[config.mk]
export PLATFORM = sky130hd
export DESIGN_NAME = pgd_fifo
export DESIGN_NICKNAME = d
export VERILOG_FILES = /design/src/pgd_pkg.sv /design/src/pgd_fifo.sv
export SDC_FILE = /design/constraint.sdc
export NUM_CORES = 1
export LEC_CHECK = 0
export BUFFER_PORTS_ARGS = -buffer_cell sky130_fd_sc_hd__buf_2
export CAP_MARGIN = 20
export CORE_MARGIN = 2
export CORE_UTILIZATION = 45
export CTS_CLUSTER_DIAMETER = 100
export DETAILED_ROUTE_END_ITERATION = 6
export GPL_TIMING_DRIVEN = 0
export PLACE_DENSITY_LB_ADDON = 0.15
export SLEW_MARGIN = 20
export SYNTH_ARGS = -nofsm -noshare
export SYNTH_HDL_FRONTEND = slang
export SYNTH_SLANG_ARGS = --single-unit
[constraint.sdc]
create_clock -name clk -period 5.5 [get_ports clk]
set_clock_uncertainty 0.2 [all_clocks]
set_input_delay 0.55 -clock clk [delete_from_list [all_inputs] [get_ports clk]]
set_output_delay 0.55 -clock clk [all_outputs]
set_load 0.05 [all_outputs]
[src/pgd_pkg.sv]
// ---------------------------------------------------------------------------
// pgd_pkg: shared definitions for the polar Gaussian deviate pair core
// Constants, the queue entry type and the default output format.
// ---------------------------------------------------------------------------
`default_nettype none

package pgd_pkg;

  // Default number of fraction bits in each output deviate.
  localparam int OUT_FRAC_BITS_DEF = 26;

  // Depth of the queue between the front and the back.
  localparam int FIFO_DEPTH = 4;
  localparam int FIFO_PTR_W = $clog2(FIFO_DEPTH);

  // ln 2 rounded to 56 fraction bits.
  localparam logic [63:0] LN2_Q56 = 64'h00B1_7217_F7D1_CF7A;

  // Offset that centers a 31-bit uniform word around zero.
  localparam logic [31:0] HALF_RANGE = 32'h7FFF_FFFF;

  // Upper bound (exclusive) on the series index of the logarithm.
  localparam logic [7:0] SERIES_K_LIMIT = 8'd200;

  // One pair that lies strictly inside the unit circle.
  typedef struct packed {
    logic [61:0] sq_a;   // a^2
    logic [61:0] sq_b;   // b^2
    logic [61:0] s_int;  // a^2 + b^2, below 2^62
    logic        neg_a;
    logic        neg_b;
  } pgd_entry_t;

endpackage

`default_nettype wire

[src/pgd_fifo.sv]
// ---------------------------------------------------------------------------
// pgd_fifo: short queue between the front and the back
// Register-based first-in first-out store of accepted pairs.
// ---------------------------------------------------------------------------
`default_nettype none

module pgd_fifo (
  input  logic                clk,
  input  logic                rst_n,
  input  logic                push,
  input  pgd_pkg::pgd_entry_t push_data,
  input  logic                pop,
  output logic                full,
  output logic                empty,
  output pgd_pkg::pgd_entry_t pop_data
);

  localparam int CNT_W = pgd_pkg::FIFO_PTR_W + 1;

  pgd_pkg::pgd_entry_t          mem_r [pgd_pkg::FIFO_DEPTH];
  logic [pgd_pkg::FIFO_PTR_W-1:0] wr_ptr_r, rd_ptr_r;
  logic [CNT_W-1:0]              cnt_r;
  logic                          do_push, do_pop;

  assign full     = (cnt_r == CNT_W'(pgd_pkg::FIFO_DEPTH));
  assign empty    = (cnt_r == '0);
  assign do_push  = push && !full;
  assign do_pop   = pop && !empty;
  assign pop_data = mem_r[rd_ptr_r];

  // Pointers and fill count.
  always_ff @(posedge clk) begin
    if (!rst_n) begin
      wr_ptr_r <= '0;
      rd_ptr_r <= '0;
      cnt_r    <= '0;
    end else begin
      if (do_push) begin
        wr_ptr_r <= wr_ptr_r + 1'b1;
      end
      if (do_pop) begin
        rd_ptr_r <= rd_ptr_r + 1'b1;
      end
      if (do_push && !do_pop) begin
        cnt_r <= cnt_r + 1'b1;
      end else if (do_pop && !do_push) begin
        cnt_r <= cnt_r - 1'b1;
      end
    end
  end

  // Entry storage.
  always_ff @(posedge clk) begin
    if (do_push) begin
      mem_r[wr_ptr_r] <= push_data;
    end
  end

endmodule

`default_nettype wire

After elaboration in Yosys (flattened, before gate mapping)

Memory sizes are Yosys's and may differ from the RTL's. A register that Yosys moved wholly into a read port is not among the register bits.
Index checks and enable logic that the tools add are counted.
W data, S select, Z words.

Flip-flop bits (word level): 7
Bits in writable memories: 752
Word-level logic and storage cells: 25
Memories: 1

Memories:

| name  | words | bits a word | read ports | clocked after memory_dff | write ports | RTL line       | RTL |
|---|---|---|---|---|---|---|---|
| mem_r | 4     | 188         | 1          | 1                        | 1           | pgd_fifo.sv:20 | `pgd_pkg::pgd_entry_t mem_r [pgd_pkg::FIFO_DEPTH];` |

Add/sub/neg operators: 4
Equality and inequality tests: 1
Muxes and demuxes: 6
Reduce and logical (&&, ||, !) cells: 10

Operators by type and width:

| operator              | number |
|---|---|
| $mux W3               | 2 |
| $add A2 B1 Y2 const B | 2 |
| $logic_and A1 B1 Y1   | 4 |
| $logic_not A1 Y1      | 4 |
| $mux W2               | 2 |
| $add A3 B1 Y3 const B | 1 |
| $eq A3 B3 Y1 const B  | 1 |
| $logic_not A3 Y1      | 1 |
| $sub A3 B1 Y3 const B | 1 |
| $mux W1               | 2 |
| $reduce_bool A2 Y1    | 1 |

Longest topological paths before layout

Word-level depth: 7
Mapped depth: 9
Gate-level depth less buffers: 8

Least setup slack after synthesis

Ideal clock, no wire load.

Path type: reg-to-reg
Start: register cnt_r[0]
End: memory mem_r[2][0] (netlist bit) (enable)
Data arrival time: 5409 ps
Required time: 4729 ps
Setup slack: -680 ps
Cell stages (with the launch flop): 5
Buffers on the path: 1
Cells stage by stage: dfxtp_1 nor3b_1 nor2b_1 clkbuf_1 and2_1

Word-level cells in the longest chain between the ends: 5

RTL lines:

| what                          | RTL line       | RTL |
|---|---|---|
| from (decl)                   | pgd_fifo.sv:22 | `logic [CNT_W-1:0] cnt_r;` |
| from (signal assigned)        | pgd_fifo.sv:45 | `cnt_r <= cnt_r + 1'b1;` |
| from (signal assigned)        | pgd_fifo.sv:47 | `cnt_r <= cnt_r - 1'b1;` |
| $eq A3 B3 Y1                  | pgd_fifo.sv:25 | `assign full = (cnt_r == CNT_W'(pgd_pkg::FIFO_DEPTH));` |
| net full                      | pgd_fifo.sv:13 | `output logic full,` |
| $logic_not A1 Y1              | pgd_fifo.sv:27 | `assign do_push = push && !full;` |
| $logic_and A1 B1 Y1           | pgd_fifo.sv:27 |  |
| net do_push                   | pgd_fifo.sv:23 | `logic do_push, do_pop;` |
| $mux W1                       | pgd_fifo.sv:54 | `if (do_push) begin` |
| $mux W1 (not written as such) | pgd_fifo.sv:55 | `mem_r[wr_ptr_r] <= push_data;` |
| to (decl)                     | pgd_fifo.sv:20 |  |

The timed path passes the listed nets, and every way through them passes these cells.

==> reports/metrics.yaml <==
wl_met3_um: 3860
run_status: "finished, final reports clean"
clockRootBuffer: "clkbuf_16"
seq_area_mm2: 0.0228
cts_num_sinks: 761
yosys.area.top_type: "edfxtp_1"
peakVddDrop_uv: 309
routabilityCongestion: 0.706
cts_tree: "done"
clk_pin_slew_ps: 60
hold_viol_final: 0
setup_viol: 0
wl_met1_um: 23400
clockBufferDepth: 3
crit_required_ps: 4750
synth.avg_cell_area_um2: 26.8
drive_gt1_share_pct: 41.7
slew_headroom_pct: 47.3
num_rows: 90
fmax_mhz: 274
fin_setup_tns_ps: 0
clock_latency_ps: 610
place_ws_ps: 2270
slew_violations: 0
post_cts_buffers: 0
area_delta_synth_final_pct: 28.3
grt_pass1_wl_um: 84100
cts-htree-levels: 3
synth_area_leaders: "edfxtp_1 (82%), mux4_2 (15%), dfxtp_1 (0.65%)"
wl_met2_um: 27400
overflow: 0
critPathKind: "reg -> out"
syn_inst: 1030
power_density_mw_per_mm2: 518
arrival_ps: 2900
rsz0062_at_grt: "no"
post-dp-hpwl_um: 34700
die_area_mm2: 0.0633
synth.distinct_cells: 22
grt_start_max_net_pins: 46
cpPeakStageDelay_ps: 600
crit_chain: "buf_2, clkbuf_1, buf_2, mux4_2, buf_2"
placed_cell_area_mm2: 0.0309
grt.total_usage_pct: 17.8
io_buffers: 380
ys_ff_latch: 761
core_area_mm2: 0.0605
finalCritPeriodShare_pct: 66.3
hp-class: "in -> reg"
nets: 1893
wl_per_cell_um: 22.0
ant_nets: 0
cts_made_buffers: 79
yosysSeqAreaShare_pct: 82.5
min_period_ps: 3650
start_util_pct: 45.6
whs_ps: 150
wl_um: 55900
grt_pass1_vias: 13968
layout_setup_ws_ps: 1850
multi_input_area_mm2: 0.00452
die_w_um: 252
critPathMostFrequentCell: "buf_2"
n_fill_cell: 4463
critPathCaptureType: "output port"
vias: 13117
dr.pass1.iters: 4
maxCapViolations: 0
postSynthNetCount: 1228
power.total_mw: 18.3
cp_max_fo: 10
syn_area_mm2: 0.0276
worst_pin_slew_ps: 791
io_pins: 382
ys_warn_count: 0
drc_errors: 0
die_h_um: 252
antenna_found_initial: 4
vias_per_cell: 5.16
crit_slowest_cell: "clkbuf_1"
start_kind: "flip-flop"
leakage_nw: 12.0
drt_iter0_markers: 809
final_area_mm2: 0.0354
dr.max_layer_used: "met5"
netlist.area_leader.share_pct: 81.9
[logic make-up after synthesis]
kind of cell / after synthesis / synth area share (%)
DFF: 761 / 82.5
muxes: 191 / 15.5
buffers and inverters: 47 / 1.14
and+or+nand+nor: 17 / 0.349
adders and majority gates: 6 / 0.299
AOI/OAI and AO/OA: 4 / 0.104
xor gates and xnor gates: 4 / 0.127
[sequential cells by signal (all words and copies together) (netlist names), named ones only]
name and count:
cnt_r 3, mem_r 752, rd_ptr_r 2, wr_ptr_r 2
[worst max-delay path: cells and delay by family, from the launching register on]
| family | cells | cell delay (ps) |
|---|---|---|
| buffers and inverters | 4 | 1530 |
| muxes | 1 | 440 |
| DFF | 1 | 300 |
[layout by cell type (no fill, tap or decap), types with 2 or more instances in the layout]
master         instances
and2_1                 4
and2_4                 4
buf_16                15
buf_2                400
buf_6                 15
bufinv_16              9
clkbuf_1              26
clkbuf_16             81
clkinv_1              17
clkinv_2              15
dfxtp_1                9
dlygate4sd3_1        188
edfxtp_1             752
ha_1                   5
inv_1                  3
inv_16                 3
inv_6                  2
mux2i_1                3
mux4_2               188
nand2_1                4
nor2b_1                2
xnor2_1                3
[per-layer routing]
layer / vias up / global-route usage [%]
li1: 5830 / -
met1: 6870 / 24.0
met2: 321 / 28.2
met3: 92 / 5.69
met4: 4 / 5.00
met5: - / 0
[layout make-up]
cell class / instances / share of cell area [%]
Antenna cell: 1 / 0.00707
Buffer: 44 / 0.856
Clock buffer: 98 / 5.91
Clock inverter: 47 / 1.40
Inverter: 3 / 0.0318
Multi-Input combinational cell: 222 / 12.8
Sequential cell: 761 / 64.3
Tap cell: 782 / 2.77
Timing Repair Buffer: 584 / 11.9
[report_power, final]
group          leakage (nW)  switching (mW)  total [mW]  internal, mW
registers              6.97           0.122        7.15          7.03
logic                  3.80            4.03        5.89          1.86
clock network          1.27            2.14        5.28          3.14
[metrics by stage]
stage	cells	util [%]
CTS	2541	58.5
detailed placement	2208	51.1
finish	2542	58.5
floorplan	1030	-
global placement	2192	50.4
global route	2542	58.5
[synth_stat cells (all sizes together)]
| cell type | number |
|---|---|
| buf | 35 |
| edfxtp | 752 |
| clkbuf | 9 |
| ha | 5 |
| fa | 1 |
| mux4 | 188 |
| inv | 3 |
| nor3b | 1 |
| nor3 | 1 |
| o21ai | 1 |
| or3 | 1 |
| and2 | 8 |
| nor2b | 2 |
| o31ai | 1 |
| xor2 | 1 |
| o311ai | 1 |
| nand2 | 4 |
| xnor2 | 3 |
| a21boi | 1 |
| dfxtp | 9 |
| mux2i | 3 |
[what timing repair did]
item                                    in CTS  in global routing
resized for setup                            0                  0
endpoints found under the hold margin      752                  0
endpoints found under the setup margin       0                  0
hold buffers                               188                  0
[worst paths after layout]
path,cells after the start,to,slack (ps),startpoint
worst max-delay path,5,pop_data[138],1850,flip-flop
worst min-delay path,3,wr_ptr_r[0],150,rst_n
worst max register to register,7,mem_r[2][67],2370,cnt_r[0]
worst min register to register,2,wr_ptr_r[0],310,wr_ptr_r[0]
No activity file was read; power rests on OpenSTA's default activity.
