==> src/pgd_pkg.sv <==
// ---------------------------------------------------------------------------
// pgd_pkg: shared definitions for the polar Gaussian deviate pair core
// Constants, the queue entry type and the default output format.
// ---------------------------------------------------------------------------
`default_nettype none

package pgd_pkg;

  // Default number of fraction bits in each output deviate.
  localparam int OUT_FRAC_BITS_DEF = 26;

  // Depth of the queue between the front and the back.
  localparam int FIFO_DEPTH = 4;
  localparam int FIFO_PTR_W = $clog2(FIFO_DEPTH);

  // ln 2 rounded to 56 fraction bits.
  localparam logic [63:0] LN2_Q56 = 64'h00B1_7217_F7D1_CF7A;

  // Offset that centers a 31-bit uniform word around zero.
  localparam logic [31:0] HALF_RANGE = 32'h7FFF_FFFF;

  // Upper bound (exclusive) on the series index of the logarithm.
  localparam logic [7:0] SERIES_K_LIMIT = 8'd200;

  // One pair that lies strictly inside the unit circle.
  typedef struct packed {
    logic [61:0] sq_a;   // a^2
    logic [61:0] sq_b;   // b^2
    logic [61:0] s_int;  // a^2 + b^2, below 2^62
    logic        neg_a;
    logic        neg_b;
  } pgd_entry_t;

endpackage

`default_nettype wire

==> src/pgd_in_if.sv <==
// ---------------------------------------------------------------------------
// pgd_in_if: input channel carrying one pair of uniform words
// Valid/ready channel; a beat moves when both are high at a clock edge.
// ---------------------------------------------------------------------------
`default_nettype none

interface pgd_in_if;
  logic        valid;
  logic        ready;
  logic [30:0] uniform_first;
  logic [30:0] uniform_second;

  modport source (output valid, output uniform_first, output uniform_second,
                  input ready);
  modport sink   (input valid, input uniform_first, input uniform_second,
                  output ready);
endinterface

`default_nettype wire

==> src/pgd_front.sv <==
// ---------------------------------------------------------------------------
// pgd_front: input mapping, squared radius and rejection
// Two-stage pipeline that maps uniform words to odd signed coordinates,
// squares them, drops pairs outside the unit circle and queues the rest.
// ---------------------------------------------------------------------------
`default_nettype none

module pgd_front (
  input  logic                clk,
  input  logic                rst_n,
  pgd_in_if.sink              in_bus,
  input  logic                fifo_full,
  output logic                push,
  output pgd_pkg::pgd_entry_t push_data
);

  logic        v1_r, v2_r;
  logic [30:0] mag_a_r, mag_b_r;
  logic        neg_a1_r, neg_b1_r;
  logic [61:0] sq_a_r, sq_b_r;
  logic        neg_a2_r, neg_b2_r;
  logic [30:0] mag_a, mag_b;
  logic        neg_a, neg_b;
  logic [62:0] s_sum;
  logic        keep;
  logic        en;

  // Magnitude and sign of 2u - (2^31 - 1); bit 30 is the top input bit.
  function automatic logic [31:0] map_word(input logic [30:0] u);
    logic [31:0] twice;
    twice = {u, 1'b0};
    if (twice >= pgd_pkg::HALF_RANGE) begin
      map_word = {1'b0, 31'(twice - pgd_pkg::HALF_RANGE)};
    end else begin
      map_word = {1'b1, 31'(pgd_pkg::HALF_RANGE - twice)};
    end
  endfunction

  always_comb begin
    {neg_a, mag_a} = map_word(in_bus.uniform_first);
    {neg_b, mag_b} = map_word(in_bus.uniform_second);
  end

  // The squared radius is exact; zero or at least one (2^62) is rejected.
  assign s_sum = {1'b0, sq_a_r} + {1'b0, sq_b_r};
  assign keep  = (s_sum != 63'd0) && !s_sum[62];

  // The pipeline moves unless a kept pair waits on a full queue.
  assign en            = !v2_r || !keep || !fifo_full;
  assign in_bus.ready  = en;
  assign push          = v2_r && keep && !fifo_full;

  always_comb begin
    push_data.sq_a  = sq_a_r;
    push_data.sq_b  = sq_b_r;
    push_data.s_int = s_sum[61:0];
    push_data.neg_a = neg_a2_r;
    push_data.neg_b = neg_b2_r;
  end

  // Stage registers: mapped coordinates, then their squares.
  always_ff @(posedge clk) begin
    if (!rst_n) begin
      v1_r <= 1'b0;
      v2_r <= 1'b0;
    end else if (en) begin
      v1_r     <= in_bus.valid;
      mag_a_r  <= mag_a;
      mag_b_r  <= mag_b;
      neg_a1_r <= neg_a;
      neg_b1_r <= neg_b;
      v2_r     <= v1_r;
      sq_a_r   <= {31'd0, mag_a_r} * {31'd0, mag_a_r};
      sq_b_r   <= {31'd0, mag_b_r} * {31'd0, mag_b_r};
      neg_a2_r <= neg_a1_r;
      neg_b2_r <= neg_b1_r;
    end
  end

endmodule

`default_nettype wire

==> src/flat_wrapper.sv <==
// flat-port wrapper written by rule: the top's interface ports become plain ports
module pgd_front_flat 
  (clk, rst_n, fifo_full, push, push_data, in_bus_valid, in_bus_uniform_first, in_bus_uniform_second, in_bus_ready);
  pgd_in_if in_bus_i ();
  input  logic clk;
  input  logic rst_n;
  input  logic fifo_full;
  output logic push;
  output pgd_pkg::pgd_entry_t push_data;
  input wire logic [$bits(in_bus_i.valid)-1:0] in_bus_valid;
  input wire logic [$bits(in_bus_i.uniform_first)-1:0] in_bus_uniform_first;
  input wire logic [$bits(in_bus_i.uniform_second)-1:0] in_bus_uniform_second;
  output wire logic [$bits(in_bus_i.ready)-1:0] in_bus_ready;
  assign in_bus_i.valid = in_bus_valid;
  assign in_bus_i.uniform_first = in_bus_uniform_first;
  assign in_bus_i.uniform_second = in_bus_uniform_second;
  assign in_bus_ready = in_bus_i.ready;
  pgd_front u_core (.clk(clk), .rst_n(rst_n), .in_bus(in_bus_i), .fifo_full(fifo_full), .push(push), .push_data(push_data));
endmodule
==> config.mk <==
export PLATFORM = sky130hd
export DESIGN_NAME = pgd_front_flat
export DESIGN_NICKNAME = d
export VERILOG_FILES = /design/src/pgd_pkg.sv /design/src/pgd_in_if.sv /design/src/pgd_front.sv /design/src/flat_wrapper.sv
export SDC_FILE = /design/constraint.sdc
export NUM_CORES = 2
export LEC_CHECK = 0
export BUFFER_PORTS_ARGS = -buffer_cell sky130_fd_sc_hd__clkbuf_2
export CAP_MARGIN = 5
export CORE_MARGIN = 2
export CORE_UTILIZATION = 53
export DETAILED_ROUTE_END_ITERATION = 8
export GPL_ROUTABILITY_DRIVEN = 0
export HOLD_SLACK_MARGIN = 0.02
export PLACE_DENSITY = 0.75
export SETUP_SLACK_MARGIN = 0.1
export SLEW_MARGIN = 20
export SYNTH_ARGS = -nofsm -noshare
export SYNTH_HDL_FRONTEND = slang
export SYNTH_SLANG_ARGS = --single-unit
==> constraint.sdc <==
create_clock -name clk -period 8.3 [get_ports clk]
set_clock_uncertainty 0.1 [all_clocks]
set_input_delay 0.83 -clock clk [delete_from_list [all_inputs] [get_ports clk]]
set_output_delay 0.83 -clock clk [all_outputs]
set_load 0.1 [all_outputs]
After elaboration in Yosys (flattened, before gate mapping)
Index checks and enable logic that the tools add are counted.
- add/sub/neg operators: 5
- multipliers: 2
- div/mod/pow operators: 0
- $lt $le $gt $ge: 2
- eq/ne operators: 0
- shift-type cells: 0
- multiplexer cells: 2
- bitwise gates (word level): 0
- reduce and logical (&&, ||, !) cells: 11
- operator list (operator ; count):
    $mul 31x31->62 ; 2
    $ge 32x31->1 const B ; 2
    $mux 32 ; 2
    $add 62x62->63 ; 1
    $reduce_bool 63->1 ; 1
    $sub 31x31->31 const A ; 2
    $sub 31x31->31 const B ; 2
    $logic_not 1->1 ; 4
    $logic_and 1x1->1 ; 3
    $logic_or 1x1->1 ; 2
    $reduce_and 2->1 ; 1
- flip-flop bits (word level): 192
- latch bits: 0
- bits in writable memories: 0
- ROM bits: 0
- bits of input ports: 66
- output and inout port bits: 190
- logic and storage cells: 32
- memories: 0

Depth between registers and ports, before layout
- word-level depth: 7
- mapped depth: 30
- depth with buffers taken out: 27

Least setup slack after synthesis
OpenSTA, ideal clock, no wires.
- path kind: register to register
- start point: register u_core.sq_a_r[2]
- end point: register u_core.mag_a_r[10], enable pin
- library setup time: 568 ps
- data arrival time: 7510 ps
- required time: 7632 ps
- slack: 121 ps
- stages on the path, launching flop included: 13
- buffers on the path: 0
- period minus slack after synthesis: 8179 ps
- path through: edfxtp_1 ha_1 inv_1 fa_1 nand2b_1 a21oi_1 o2111ai_1 nor4_1 o21ai_1 a211oi_1 nor3_4 o211ai_1 and3_1
- cells in the longest elaborated chain, start to end: 7
- elaborated cells on any way between the ends: 8
- classes of those cells: 1 x add/sub; 7 x reduce/logical
- ends and longest elaborated chain (item ; RTL line ; RTL):
    start, declared ; pgd_front.sv:20 ; logic [61:0] sq_a_r, sq_b_r;
    start signal, assigned ; pgd_front.sv:73 ; sq_a_r <= {31'd0, mag_a_r} * {31'd0, mag_a_r};
    $add 62x62->63 * ; pgd_front.sv:45 ; assign s_sum = {1'b0, sq_a_r} + {1'b0, sq_b_r};
    $reduce_bool 63->1 or $logic_not 1->1 (tied branches) ; pgd_front.sv:46 ; assign keep = (s_sum != 63'd0) && !s_sum[62];
    $logic_and 1x1->1 * ; pgd_front.sv:46 ;
    $logic_not 1->1 * ; pgd_front.sv:49 ; assign en = !v2_r || !keep || !fifo_full;
    $logic_or 1x1->1 * (2 in series) ; pgd_front.sv:49 ;
    $reduce_and 2->1 (no line) * ; - ;
    end signal, assigned ; pgd_front.sv:68 ; mag_a_r <= mag_a;
    end, declared ; pgd_front.sv:18 ; logic [30:0] mag_a_r, mag_b_r;
Mark *: on every way between the ends. The rest lies on a longest branch, timed or not.
A chain may end at the register's enable or synchronous reset.

Worst setup path after layout
- start point: register u_core.mag_a_r[21]
- end point: register u_core.sq_a_r[54] (data pin)
- cells in the longest elaborated chain, start to end: 1
- ends and longest elaborated chain (item ; RTL line):
    $mul 31x31->62 ; pgd_front.sv:73
Every way passes these cells.

==> qor.yml <==
cts_root_buf: "clkbuf_16"
r2r_start: "u_core.mag_a_r[21]$_DFFE_PP_"
dp_hpwl_um: 147000
min_path_type: "reg2reg"
worstHoldStart: "u_core.neg_b1_r$_DFFE_PP_"
postLayoutCoreUtil_pct: 57.7
synth_area_per_cell_sq_um: 9.73
die_h_um: 350
crit_required_ns: 8.56
fin_crit_sh_pct: 96.7
grt_overflow: 0
post-route-drc-count: 0
via_per_inst: 5.45
worst_slew_pin_slew_ns: 1.26
rsz0062_at_grt: "true"
arrival_ns: 8.28
ys_warn_count: 0
wl_um: 172000
setup.worst_path.start: "u_core.mag_a_r[21]$_DFFE_PP_"
grt_first_pass_wirelength_um: 277000
synth_flop_cell: "edfxtp_1"
io_buffer_count: 249
vias: 46100
num_rows: 127
boundaryPins: 256
grt_max_degree: 132
dieArea_sq_mm: 0.123
detail-route-antenna-nets: 0
timing.fmax_mhz: 125
status: "complete, no violations"
antenna_found_initial: 2
drt-pass1-iter-count: 8
start_util_pct: 53.2
final_area_sq_mm: 0.0690
grtUsageTotal_pct: 29.6
die_w_um: 350
ys_seq_area_share_pct: 8.76
routedWlPerCell_um: 20.4
hold_depth: 0
clk_pin_slew_ns: 0.09
synth_area_sq_mm: 0.0635
drv_slew: 0
h-tree-depth: 4
critical_path_class: "reg2reg"
instances_no_fill: 8458
core-area_sq_mm: 0.119
synth-seq-cells: 186
ys_async_sr_fraction_pct: 0
diodes: 0
cts_hold_buf: 0
synth_cells: 6530
cts_inserted_buffers: 17
dp.cells: 8369
setup_viol: 0
cts.path.max_buffers: 2
drive_gt1_share_pct: 9.23
clock_latency_ns: 0.57
synth_cell_types: 85
drt-initial-drc-count: 3429
critPathLaunchType: "register"
clock-sinks: 186
grt_pass1_vias: 51400
postPlaceCellArea_sq_mm: 0.0676
fin_hold_ws_ns: 0.331
reg2regPathDepth: 24
critPathMaxFanout: 18
areaGrowthSynthToFinish_pct: 8.52
relSlewSlack_pct: 15.8
drv_cap: 0
final_hold_viol_count: 0
synth_edf_count: 184
fin_crit_ns: 8.03
end_kind: "register"
fin_nets: 9013
tritoncts: "done"
## final cells by class
| cell class | count | area, sq um |
|---|---|---|
| multi-input cells | 4299 | 50500 |
| clock buffers | 17 | 425 |
| fillers | 10100 | 50500 |
| flip-flops and latches | 186 | 5570 |
| well taps | 1612 | 2020 |
| repair buffers | 504 | 3430 |
| inverters | 1826 | 6880 |
| clock inverters | 14 | 150 |
## critical path, stage by stage (launching register included)
cell and delay (ns):
edfxtp_1 0.51, buf_4 0.18, buf_4 0.20, and2_1 0.20, fa_1 0.54, inv_1 0.06, fa_1 0.50, inv_1 0.05
fa_1 0.48, inv_1 0.09, fa_1 0.52, inv_1 0.06, fa_1 0.59, fa_1 0.47, fa_1 0.48, ha_1 0.31
ha_1 0.46, nand3_2 0.21, or2_2 0.35, or3_1 0.51, o211ai_1 0.22, buf_4 0.18, a21boi_4 0.07, nor3b_1 0.16
a2111oi_1 0.33
## placed cells by master (no fill, tap or decap), drive strengths merged, types with 7 or more instances in the layout
master / synthesis / layout
inv: 1815 / 1818
fa: 1498 / 1498
ha: 615 / 615
nand2: 575 / 575
and2: 297 / 297
clkbuf: 199 / 267
buf: 24 / 254
nor2: 226 / 226
xnor2: 197 / 197
a21oi: 194 / 194
edfxtp: 184 / 184
a21o: 124 / 124
o21ai: 106 / 106
xor2: 78 / 78
o21bai: 44 / 44
nand4: 38 / 38
nand3: 27 / 27
nor3: 27 / 27
a31oi: 20 / 20
nand2b: 18 / 18
nor2b: 17 / 17
a211oi: 15 / 15
or2: 15 / 15
and3: 14 / 14
o21a: 13 / 13
o211ai: 12 / 12
clkinv: 11 / 12
clkinvlp: 0 / 10
or3: 9 / 9
a31o: 9 / 9
o31ai: 8 / 8
nor4: 7 / 7
## cell usage after synthesis, drive strengths merged, types with 18 or more instances
cell | count | area [sq um]
a21o | 124 | 931
a21oi | 194 | 978
a31oi | 20 | 138
and2 | 297 | 1860
buf | 24 | 124
clkbuf | 199 | 748
edfxtp | 184 | 5530
fa | 1498 | 30000
ha | 615 | 7690
inv | 1815 | 6810
nand2 | 575 | 2160
nand2b | 18 | 113
nand3 | 27 | 135
nand4 | 38 | 238
nor2 | 226 | 851
nor3 | 27 | 151
o21ai | 106 | 538
o21bai | 44 | 334
xnor2 | 197 | 1730
xor2 | 78 | 683
## final timing paths
path / endpoint / slack, ns
min reg2reg: u_core.neg_b2_r$_DFFE_PP_ / 0.33
max reg2reg: u_core.sq_a_r[54]$_DFFE_PP_ / 0.27
max: u_core.sq_a_r[54]$_DFFE_PP_ / 0.27
min: u_core.neg_b2_r$_DFFE_PP_ / 0.33
## routing by layer
metal  vias to the layer above  share of wire [%]  track usage [%]
met5                         -              0.012                0
li1                      20100                  -                -
met1                     23400                 39             38.3
met2                      2059                 48             48.7
met4                         4                4.1             11.4
met3                       487                9.6             6.72
## state kept, by name (all words and copies together), names as in the netlist
name             count
u_core.mag_b_r      30
u_core.neg_a2_r      1
u_core.neg_b2_r      1
u_core.v2_r          1
u_core.mag_a_r      30
u_core.neg_b1_r      1
u_core.neg_a1_r      1
u_core.sq_b_r       60
u_core.sq_a_r       60
u_core.v1_r          1
## through the flow
stage,setup slack [ns],TNS (ns)
CTS,0.119,0
floorplan,0.121,0
global route,0.0697,0
global placement,0.0305,0
detailed placement,-0.185,-0.185
finish,0.273,0
## repair_timing
item	in CTS	in global routing
buffers inserted	23	35
gates cloned	0	0
pin swaps	1	3
gates resized for setup	2	63
endpoints found under the setup margin	12	36
## cells by family after synthesis
| group | synth area share [%] |
|---|---|
| compound gates | 6.38 |
| xor+xnor | 3.79 |
| fa+ha+maj | 59.3 |
| buf+inv | 12.2 |
| flops | 8.76 |
| mux | 0.148 |
| other cells | 0.0118 |
| simple gates | 9.46 |
Power is not shown: default switching activity piles up to over one toggle a cycle in this logic, so the estimate is an artifact.
